**config.mk**
```make
export PLATFORM = sky130hd
export DESIGN_NAME = depq_cell
export DESIGN_NICKNAME = d
export VERILOG_FILES = /design/src/design/depq_pkg.sv /design/src/design/depq_cell.sv
export SDC_FILE = /design/constraint.sdc
export NUM_CORES = 1
export LEC_CHECK = 0
export BUFFER_PORTS_ARGS = -buffer_cell sky130_fd_sc_hd__buf_2
export CAP_MARGIN = 40
export CELL_PAD_IN_SITES_DETAIL_PLACEMENT = 1
export CELL_PAD_IN_SITES_GLOBAL_PLACEMENT = 1
export CORE_ASPECT_RATIO = 1.5
export CORE_UTILIZATION = 31
export DETAILED_ROUTE_END_ITERATION = 8
export PLACE_DENSITY = 0.89
export SLEW_MARGIN = 5
export SYNTH_ARGS = -nofsm -noshare
export SYNTH_HDL_FRONTEND = slang
export SYNTH_SLANG_ARGS = --single-unit
```
**constraint.sdc**
```tcl
create_clock -name clk -period 2.8 [get_ports clk]
set_input_delay 0.14 -clock clk [delete_from_list [all_inputs] [get_ports clk]]
set_output_delay 0.14 -clock clk [all_outputs]
set_load 0.02 [all_outputs]
```
**src/design/depq_pkg.sv**
```systemverilog
// Shared constants and types for the double-ended priority queue.
`default_nettype none
package depq_pkg;

  localparam int CAPACITY = 64;
  localparam int CNT_W    = $clog2(CAPACITY + 1);
  localparam int DATA_W   = 32;
  localparam int CMD_W    = 2;

  localparam logic [CMD_W-1:0] CMD_INSERT  = 2'd0;
  localparam logic [CMD_W-1:0] CMD_DEL_MAX = 2'd1;
  localparam logic [CMD_W-1:0] CMD_DEL_MIN = 2'd2;

  // Broadcast from the top level to every cell in the cycle a word is taken.
  typedef struct packed {
    logic                     ins_en;   // insert with room left
    logic                     del_min;  // delete minimum on a non-empty store
    logic signed [DATA_W-1:0] value;
  } cell_ctl_t;

endpackage
`default_nettype wire

```
**src/design/depq_cell.sv**
```systemverilog
// One slot of the sorted array: holds a value, shifts right on insert, left on delete-min.
`default_nettype none
module depq_cell (
  input  wire logic                             clk,
  input  wire depq_pkg::cell_ctl_t              ctl,
  input  wire logic                             occ,       // slot holds a stored value
  input  wire logic                             tail,      // first free slot
  input  wire logic signed [depq_pkg::DATA_W-1:0] left_val,
  input  wire logic                             left_gt,
  input  wire logic signed [depq_pkg::DATA_W-1:0] right_val,
  output logic signed [depq_pkg::DATA_W-1:0]    val_o,
  output logic                                  gt_o
);

  logic signed [depq_pkg::DATA_W-1:0] val_r;
  logic signed [depq_pkg::DATA_W-1:0] val_nxt;

  // Stored value strictly above the new one: it moves up a slot.
  assign gt_o  = occ && (val_r > ctl.value);
  assign val_o = val_r;

  always_comb begin
    val_nxt = val_r;
    if (ctl.ins_en && (gt_o || tail)) begin
      val_nxt = left_gt ? left_val : ctl.value;
    end else if (ctl.del_min && occ) begin
      val_nxt = right_val;
    end
  end

  always_ff @(posedge clk) begin
    val_r <= val_nxt;
  end

endmodule
`default_nettype wire

```
# == Word-level counts from Yosys, hierarchy flattened ==
# Cells that the tools add are included.
# totals
regBits,32
wordCells,10
# op_classes
magnitude_cmp,1
mux,3
reduce_logical,5
# op_table
op,count
32-bit two-way mux,3
32-bit > comparator,1
1-bit logical AND,3
2-bit nonzero test,1
1-bit logical OR,1

# == Longest topological paths before layout ==
# Gate-level depths: netlist (run 1).
# depth
depth_word,5
ltp_mapped,11

# == Least setup slack after synthesis (run 1) ==
# OpenSTA, ideal clock, no wires.
# synth_timing
kind,reg-to-reg
from,"register val_r, in the netlist val_o[1]"
to,"register val_r, in the netlist val_o[0], enable pin"
t_arrival_ps,2731
required_ps,2322
slack_ps,-409
path_stages_with_launch,11
n_path_buf,2
cell_sequence,edfxtp_1 > ha_1 > nor2b_1 > o211ai_1 > a21boi_0 > or4b_1 > nand3_1 > o211a_1 > buf_6 > buf_12 > nand2_1
# synth_via
elab_chain_len,5
# synth_rtl
element,line_no,rtl
from (decl),depq_cell.sv:15,logic signed [depq_pkg::DATA_W-1:0] val_r;
from (signal assigned),depq_cell.sv:32,val_r <= val_nxt;
32-bit > comparator,depq_cell.sv:19,assign gt_o = occ && (val_r > ctl.value);
1-bit logical AND,depq_cell.sv:19,
1-bit logical OR,depq_cell.sv:24,if (ctl.ins_en && (gt_o || tail)) begin
1-bit logical AND,depq_cell.sv:24,
2-bit nonzero test (no source line),-,
# No other way between the ends.
# A chain may end at the register's enable or synchronous reset.

# == Worst setup path in the final report (run 1) ==
# layout_timing
from,"register val_r, in the netlist val_o[30]"
to,"register val_r, in the netlist val_o[12] (data pin)"
# layout_via
elab_chain_len,5
# layout_rtl
element,line_no,rtl
32-bit > comparator,depq_cell.sv:19,
1-bit logical AND,depq_cell.sv:19,
1-bit logical OR,depq_cell.sv:24,
1-bit logical AND,depq_cell.sv:24,
32-bit two-way mux,depq_cell.sv:24,
"net val_nxt, one bit",depq_cell.sv:16,logic signed [depq_pkg::DATA_W-1:0] val_nxt;
# The timed path passes the listed nets, and every way through them passes these cells.

==> summary.txt, run 1 <==
Clocking
  • Clock Sink Count: 32
  • Clock tree from TritonCTS: yes
  • H-tree depth: 2
  • Clock-pin transition on the worst setup and hold timing paths: 60 ps
  • Cts bufs inserted: 5
  • Count of hold buffers inserted by post-cts repair: 0
  • Root Buffer Master: clkbuf_16
  • Clock buffer depth: 2
  • Insertion delay of the later-clocked pin in the worst-skew pair: 270 ps

Min path
  • Worst min path class: input pin to flop
  • Worst Min Path Start: right_val[6]

Drt
  • Iteration count of the initial detailed-routing pass: 4
  • Post-route antenna net violation count: 0
  • Avg Vias per Cell: approximately 5
  • Number of DRC markers after the initial detailed-route iteration: ~110
  • Total vias in the final route: 2636
  • Total Routed Length: 9590 µm
  • Post-DR wirelength/cell: 18.2 µm
  • DRC errors left: 0

Synth
  • Top cell types by occurrence after synthesis: 38 x nand2_1, 34 x o21ai_0, 33 x inv_1
  • Portion of the post-synthesis area used by sequential elements: 0.355
  • Cell count after synthesis: between 200 and 300
  • Most frequent cell after synthesis: nand2_1
  • Fraction of post-synthesis cell area in the top cell type by area: 0.355
  • Net Count, Synth: about 400
  • Netlist cell types: 31
  • Synth Register Bits: 32
  • Synth area leaders: edfxtp_1 35%, mux2_4 16%, ha_1 15%
  • Mean Syn Cell Area: between 10 and 15 µm²
  • Library cell with the largest summed area after synthesis: edfxtp_1
  • Share of synthesized flip-flops with an asynchronous set or reset: 0
  • Synth Warn #: 0
  • Combined area of all synthesized cells: 2710 µm²
  • Most used DFF post-synth: edfxtp_1
  • Number of enable-type register cells in the synthesized netlist: 32

Critical path
  • Crit path from: val_o[30]$_DFFE_PP_
  • Capturing element type of the critical path: flop
  • CP peak stage delay: around 460 ps
  • Required time of the critical path: 2820 ps
  • Type of the worst setup path: flop to flop
  • Worst path cell trace: ha_4 > nand4_4 > nor4_4 > a31oi_2 > and3_4 > a22oi_2 > o211a_4 > clkbuf_16 > mux2_4
  • Worst EP arrival: approximately 2800 ps
  • Maximum fanout along the worst path: 7
  • Reg-to-reg critical path startpoint: val_o[30]$_DFFE_PP_
  • Slowest cell on the critical path: edfxtp_1
  • Critical path startpoint category: flop

Job
  • Max Cap Viol: 0

Finish
  • Inserted Diodes: 0
  • Sequential cell area in the final layout: 961 µm²
  • Finished Core Util: 0.489
  • Largest register FFs: 32
  • Layout net count: around 550
  • Relative area change from synthesis to final layout: 52.9%
  • Final Cell Area: 4140 µm²
  • Multi-input combinational cell area: 1770 µm²
  • Share of layout cells above drive strength 1: 0.544
  • Fillers: a little under 1000

Power and ir drop
  • Static leakage power: 2.05 nW
  • Power, Total: 0.00216 W
  • Power per cell area: 522 nW/µm²
  • Worst-case vdd ir drop: 296 µV

STA
  • Final setup viols: 0
  • Post-route clock skew: approximately 6.3 ps
  • Min Tclk post-route: 2780 ps
  • Slew of the pin with the lowest slew margin: 431 ps
  • Worst Hold Margin: approximately 170 ps
  • Worst slew margin: 0.713
  • Hold Violations, Final: 0
  • Max Freq: about 360 MHz
  • Final period utilization: 0.991
  • Number of max-slew violations in the final report: 0
  • Setup repair after global routing missed its margin: yes

Place
  • Final weighted congestion of routability-driven global placement: 0.803
  • Count of input and output buffers: 134
  • Area after detailed placement: 3580 µm²
  • Sum of net half-perimeters after detailed placement: between 7000 and 8000 µm

Global routing
  • Overflow left after global routing: 0
  • GRT Total Usage: 0.189
  • Vias in the first global route: 2910
  • Initial antenna violation count: 0
  • Pin count of the biggest net entering global routing: 40
  • Global-route wire length before repair: 13200 µm

Floorplan
  • Starting utilization of the core area: 0.320
  • Floorplan die height: about 120 µm
  • Rows: 41
  • X dimension of the die: 78.3 µm
  • Area of the core region: 8460 µm²
  • Ports: 135
  • Die ar.: 9120 µm²

Outcome
  • Status: finished, final reports clean
## power by group
| part | switching, W | internal [W] | leakage, nW | total, W |
|---|---|---|---|---|
| Sequential | 0.0000499 | 0.000622 | 0.315 | 0.000672 |
| Clock | 0.000201 | 0.000413 | 0.0789 | 0.000615 |
| Combinational | 0.000433 | 0.000441 | 1.66 | 0.000874 |
## final timing paths
path	endpoint	slack [ps]	cells after the start
min	val_o[6]$_DFFE_PP_	170	2
max reg2reg	val_o[12]$_DFFE_PP_	20	9
max	val_o[12]$_DFFE_PP_	20	9
min reg2reg	val_o[23]$_DFFE_PP_	1480	7
## cell type report
cell class,instances,area share
clock buffer,5,0.0302
clock inverter,3,0.00906
inverter,33,0.0299
multi-input combinational,186,0.428
sequential,32,0.232
tap,107,0.0323
timing repair buffer,160,0.238
## layout by cell type, fill, tap and decap left out, types with 2 or more instances in the layout
cell	Yosys	layout
buf_4	0	18
nor2_1	2	2
inv_1	33	33
mux2_4	29	30
a21o_1	2	2
o211ai_1	2	2
a21oi_2	0	2
ha_1	32	19
nand3_1	5	4
edfxtp_1	32	32
nand4_1	4	4
a21oi_1	15	13
clkbuf_16	0	8
mux2_2	4	3
o21ai_0	34	34
nand4_4	0	2
clkinv_1	0	2
ha_4	0	13
buf_12	3	5
nand2_1	38	37
buf_2	0	133
## critical path: cells and delay by family, from the launching register on
family                   cells  cell delay [ps]
multiplexers                 1              300
AO/OA/AOI/OAI                3              600
adder cells (fa/ha/maj)      1              340
buffers and inverters        1              190
AND/OR/NAND/NOR              3              640
flip-flops                   1              460
## stage by stage
stage / setup WS (ps) / instances / setup TNS (ps)
floorplan: 66.2 / 262 / 0
global placement: -63.8 / 503 / -1310
finish: 24.1 / 526 / 0
global route: -45.9 / 526 / -1270
CTS: 9.12 / 516 / 0
detailed placement: -144 / 504 / -4460
## logic make-up (layout without fill, tap and decap cells)
family,count (synthesis),count (layout),share of synthesized area
AO/OA/AOI/OAI,60,60,0.123
adder cells (fa/ha/maj),32,32,0.148
buffers and inverters,44,201,0.0818
flip-flops,32,32,0.355
multiplexers,33,33,0.177
AND/OR/NAND/NOR,61,61,0.115
## metal layers
layer	track usage	share of wire	wire length [µm]	vias to the layer above
met5	0	0	0	-
met4	0.0827	0.032	304	0
met3	0.0273	0.034	324	20
met2	0.393	0.59	5620	83
met1	0.178	0.35	3350	1278
li1	-	-	-	1255
## repair_timing
action / 4_1_cts / 5_1_grt
setup buffers: 4 / 7
cloned: 0 / 3
pin swaps: 3 / 13
gates resized for setup: 9 / 20
endpoints found under the setup margin: 65 / 65
No activity file was read; power rests on OpenSTA's default activity.
==> run 2, diff against run 1 <==
- CORE_MARGIN: default -> 5
- CTS_BUF_LIST: default -> sky130_fd_sc_hd__clkbuf_16
==> run 2 against run 1 <==
Total power fell by 5.4%. Final area fell by 0.88%. Global-route usage fell by 2.7 points. Sequential cell count did not move. Highest routed layer unchanged. Critical path depth rose by 1. Combinational power fell by 1%. Largest power group unchanged. Register-to-register slack got worse by 20 ps. Clock power fell by 17%. First-iteration DRC count fell by 15%. Die area rose by 18%.
==> summary.txt, run 2 (synthesis results as in run 1) <==
Floorplan
  • Rows: 41
  • Starting utilization of the core area: 0.320
  • Ports: 135
  • Floorplan die height: 124 µm
  • Area of the core region: ~8500 µm²
  • Die ar.: around 11000 µm²
  • X dimension of the die: roughly 86 µm

Place
  • Sum of net half-perimeters after detailed placement: 7300 µm
  • Final weighted congestion of routability-driven global placement: roughly 0.83
  • Count of input and output buffers: between 100 and 150

Clocking
  • Clock buffer depth: 2
  • Count of hold buffers inserted by post-cts repair: 0
  • Insertion delay of the later-clocked pin in the worst-skew pair: between 200 and 300 ps
  • Cts bufs inserted: 5
  • Clock Sink Count: 32
  • H-tree depth: 2
  • Clock tree from TritonCTS: yes
  • Clock-pin transition on the worst setup and hold timing paths: around 60 ps
  • Root Buffer Master: clkbuf_16

Power and ir drop
  • Power per cell area: 498 nW/µm²
  • Worst-case vdd ir drop: 242 µV
  • Static leakage power: slightly above 2 nW

Finish
  • Largest register FFs: 32
  • Relative area change from synthesis to final layout: 51.5%
  • Share of layout cells above drive strength 1: 0.544
  • Finished Core Util: 0.485
  • Layout net count: around 560
  • Most frequent standard cell in the layout excluding fill and tap cells: buf_2
  • Highest-count cells in the layout ignoring fill and taps: 134 x buf_2, 37 x nand2_1, 33 x inv_1, 33 x o21ai_0, 32 x edfxtp_1

STA
  • Max Freq: ~360 MHz
  • Slew of the pin with the lowest slew margin: between 400 and 500 ps
  • Hold Violations, Final: 0
  • Post-route clock skew: 6.22 ps
  • Setup TNS: 0 ps
  • Final period utilization: 0.998
  • Min Tclk post-route: ~2800 ps
  • Worst Hold Margin: 162 ps
  • Final setup viols: 0
  • Worst slew margin: 0.707
  • Setup repair after global routing missed its margin: yes
  • Number of max-slew violations in the final report: 0

Global routing
  • Initial antenna violation count: 1
  • Overflow left after global routing: 0
  • GRT Total Usage: 0.162
  • Vias in the first global route: 2856
  • Pin count of the biggest net entering global routing: 42
  • Global-route wire length before repair: ~14000 µm

Min path
  • Worst Min Path Start: right_val[12]
  • Worst min path class: input pin to flop
  • Terminating pin of the worst hold path: val_o[12]$_DFFE_PP_
  • Depth of the worst hold-timing path: 2

Drt
  • Iteration count of the initial detailed-routing pass: 4
  • Number of DRC markers after the initial detailed-route iteration: between 90 and 100
  • Avg Vias per Cell: between 4 and 5
  • DRC errors left: 0
  • Total vias in the final route: around 2600
  • Total Routed Length: 9510 µm
  • Post-route antenna net violation count: 0
  • Post-DR wirelength/cell: 17.9 µm

Critical path
  • Type of the worst setup path: flop to flop
  • R2R Setup Slk: between 6 and 7 ps
  • Worst EP arrival: 2810 ps
  • Reg-to-reg critical path startpoint: val_o[23]$_DFFE_PP_
  • Capturing element type of the critical path: flop
  • Reg-to-reg endpoint: val_o[20]$_DFFE_PP_
  • Worst-case reg-to-reg path depth: 10
  • Required time of the critical path: between 2000 and 3000 ps
  • Maximum fanout along the worst path: 7
  • Critical path startpoint category: flop

Outcome
  • Status: finished, final reports clean

Job
  • Max Cap Viol: 0
-- run 2: cell count changes in the layout (fill, tap and decap cells not counted), sizes merged --
cell    before  now
diode        0    2
bufinv       1    0
buf        157  161
clkbuf       8    7
-- run 2: through the flow --
| stage | total power (W) | setup slack, ps | area, µm² | instances |
|---|---|---|---|---|
| after floorplan | 0.00112 | 66.2 | 2720 | 262 |
| after global placement | 0.00134 | -71.8 | 3550 | 504 |
| after detailed placement | 0.00139 | -207 | 3570 | 505 |
| after CTS | 0.00193 | 1.87 | 3800 | 514 |
| after global routing | 0.00216 | -117 | 4110 | 530 |
| final | 0.00205 | 6.81 | 4110 | 530 |
-- run 2: critical path: stages (launching register included) --
cell and delay [ps]:
edfxtp_1 420, ha_4 250, buf_4 140, a21oi_1 140, o21ai_0 150, a22oi_1 220
o211ai_1 200, a22oi_2 220, o211a_4 300, clkbuf_16 200, mux2_4 300
-- run 2: final cells by class --
class                   instances  area (µm²)
flip-flops and latches         32         961
fillers                       996        4360
clock buffers                   5         125
diodes                          2        5.00
well taps                     107         134
clock inverters                 2        7.51
inverters                      33         124
multi-input cells             186        1780
repair buffers                163         973
-- run 2: repair_timing --
item                                    4_1_cts  5_1_grt
endpoints found under the setup margin       64       65
pin swaps                                     5       15
cloned                                        0        2
buffers inserted                              2       12
resized for setup                             9       20
-- run 2: per-layer routing --
| metal | routed length (µm) | global-route usage |
|---|---|---|
| met5 | 0 | 0 |
| met1 | 3250 | 0.156 |
| met2 | 5640 | 0.325 |
| met3 | 427 | 0.0271 |
| met4 | 199 | 0.0560 |
-- run 2: how the worst max path moves through the flow --
stage	end	depth (start not counted)	slack, ps	start
final	val_o[20]$_DFFE_PP_	10	7	val_o[23]$_DFFE_PP_
after global routing	val_o[0]$_DFFE_PP_	10	-120	val_o[23]$_DFFE_PP_
after CTS	val_o[31]$_DFFE_PP_	9	2	val_o[13]$_DFFE_PP_
after detailed placement	val_o[12]$_DFFE_PP_	9	-210	val_o[19]$_DFFE_PP_
after global placement	val_o[10]$_DFFE_PP_	9	-70	val_o[14]$_DFFE_PP_
after floorplan	val_o[22]$_DFFE_PP_	10	70	val_o[1]$_DFFE_PP_
-- run 2: where the power goes --
group | switching [W] | internal (W)
Combinational | 0.000430 | 0.000434
Sequential | 0.0000488 | 0.000623
Clock | 0.000191 | 0.000318
Total | 0.000670 | 0.00137
==> run 3, diff against run 2 <==
- CAP_MARGIN: 40 -> 30
- REMOVE_ABC_BUFFERS: default -> 1
==> run 3 against run 2 <==
The flow now finishes with violations (negative setup slack). First-iteration DRC count down 45%. Highest routed layer is now met5. Critical path depth down 1. Final area down 2.0%. Die area unchanged.
==> summary.txt, run 3 (synthesis results as in run 1) <==
Outcome
  • Status: finished with violations
  • Failing checks: negative setup slack

Finish
  • Final Cell Area: ~4000 µm²
  • Fillers: 1021
  • Share of layout cells above drive strength 1: 0.531
  • Inserted Diodes: 0
  • Most frequent standard cell in the layout excluding fill and tap cells: buf_2
  • Largest register FFs: 32
  • Relative area change from synthesis to final layout: 48.5%
  • Highest-count cells in the layout ignoring fill and taps: 134 x buf_2, 38 x nand2_1, 35 x inv_1
  • Layout net count: approximately 550

Clocking
  • H-tree depth: 2
  • Clock tree from TritonCTS: yes
  • Clock-pin transition on the worst setup and hold timing paths: 50 ps
  • Clock Sink Count: 32
  • Cts bufs inserted: 5
  • Root Buffer Master: clkbuf_16
  • Clock buffer depth: 2
  • Insertion delay of the later-clocked pin in the worst-skew pair: 270 ps

STA
  • Setup repair after global routing missed its margin: yes
  • Max Freq: between 300 and 400 MHz
  • Worst slew margin: 0.736
  • Post-route clock skew: 4.85 ps
  • Final period utilization: 1.00
  • Hold Violations, Final: 0
  • Slew of the pin with the lowest slew margin: approximately 400 ps
  • Number of max-slew violations in the final report: 0
  • Min Tclk post-route: 2810 ps
  • Setup slack of the critical path after layout: -12.6 ps
  • Final setup viols: 9

Power and ir drop
  • Power, Total: 0.00201 W
  • Static leakage power: 2.00 nW
  • Worst-case vdd ir drop: 255 µV
  • Power per cell area: 500 nW/µm²

Global routing
  • Met2 Track Usage GR: 0.309
  • Pin count of the biggest net entering global routing: 64
  • GRT Total Usage: 0.158
  • Global-route wire length before repair: 13500 µm
  • GRT busiest layer: met2
  • Vias in the first global route: 2842
  • Global Route met1 Usage: 0.167
  • Initial antenna violation count: 1
  • GR Util met3: 0.0371
  • Overflow left after global routing: 0

Critical path
  • Maximum fanout along the worst path: 5
  • Worst EP arrival: 2830 ps
  • Capturing element type of the critical path: flop
  • Reg-to-reg critical path startpoint: val_o[27]$_DFFE_PP_
  • Required time of the critical path: 2820 ps
  • Type of the worst setup path: flop to flop
  • Critical path startpoint category: flop
  • Crit path from: val_o[27]$_DFFE_PP_

Drt
  • Number of DRC markers after the initial detailed-route iteration: 51
  • Iteration count of the initial detailed-routing pass: 4
  • DRC errors left: 0
  • Post-DR wirelength/cell: 17.6 µm
  • Total vias in the final route: 2562
  • Avg Vias per Cell: 4.90
  • Total Routed Length: 9230 µm
  • Post-route antenna net violation count: 0

Floorplan
  • Area of the core region: 8460 µm²
  • Die ar.: about 11000 µm²
  • Rows: 41
  • X dimension of the die: 86.3 µm
  • Ports: 135
  • Starting utilization of the core area: 0.320
  • Floorplan die height: 124 µm

Place
  • Count of input and output buffers: 134
  • Area after detailed placement: 3520 µm²
  • Final weighted congestion of routability-driven global placement: between 0.7 and 0.8
  • Sum of net half-perimeters after detailed placement: 7150 µm

Job
  • Max Cap Viol: 0

Min path
  • Worst min path class: input pin to flop
  • Worst Min Path Start: right_val[0]
run 3: worst paths after layout:
| check | endpoint | slack (ps) | depth (start not counted) |
|---|---|---|---|
| max | val_o[18]$_DFFE_PP_ | -10 | 9 |
| max reg2reg | val_o[18]$_DFFE_PP_ | -10 | 9 |
| min reg2reg | val_o[0]$_DFFE_PP_ | 1460 | 7 |
| min | val_o[0]$_DFFE_PP_ | 170 | 2 |
run 3: repair_timing:
item	CTS	global route
endpoints found under the setup margin	64	65
gates resized for setup	8	23
pin swaps	0	8
gates cloned	1	1
setup buffers	3	5
hold buffers	0	0
run 3: cell type report:
class | instances | area, µm² | area share
clock inverter | 3 | 11.3 | 0.00280
inverter | 33 | 124 | 0.0308
timing repair buffer | 157 | 928 | 0.231
multi-input combinational | 186 | 1740 | 0.433
clock buffer | 5 | 125 | 0.0311
sequential | 32 | 961 | 0.239
tap | 107 | 134 | 0.0333
run 3: power by group:
part	switching, W	internal, W	leakage, nW
logic	0.000418	0.000414	1.61
registers	0.0000485	0.000623	0.315
clock network	0.000191	0.000319	0.0738
total	0.000658	0.00136	2.00
run 3: through the flow:
step / hold slack (ps) / TNS, ps / instances / util / setup slack, ps
after floorplan: 358 / -70110 / 251 / - / -1540
after global placement: 443 / -1320 / 504 / 0.416 / -44.2
after detailed placement: 448 / -4880 / 504 / 0.416 / -113
after CTS: 165 / 0 / 516 / 0.442 / 1.37
after global routing: 164 / -4940 / 523 / 0.475 / -93.6
final: 168 / -56.6 / 523 / 0.475 / -12.6
run 3: metal layers:
layer | share of wire | vias up
met5 | 0.0014 | -
met4 | 0.012 | 2
met3 | 0.064 | 11
met2 | 0.56 | 93
met1 | 0.37 | 1208
li1 | - | 1248
run 3: worst max-delay path, stage by stage (launching register included):
cell       delay [ps]
edfxtp_1          450
ha_4              320
nand4_2           180
nor4_4            310
a31oi_2           170
and3_4            220
a22oi_2           140
o211a_4           290
clkbuf_16         190
mux2_4            300
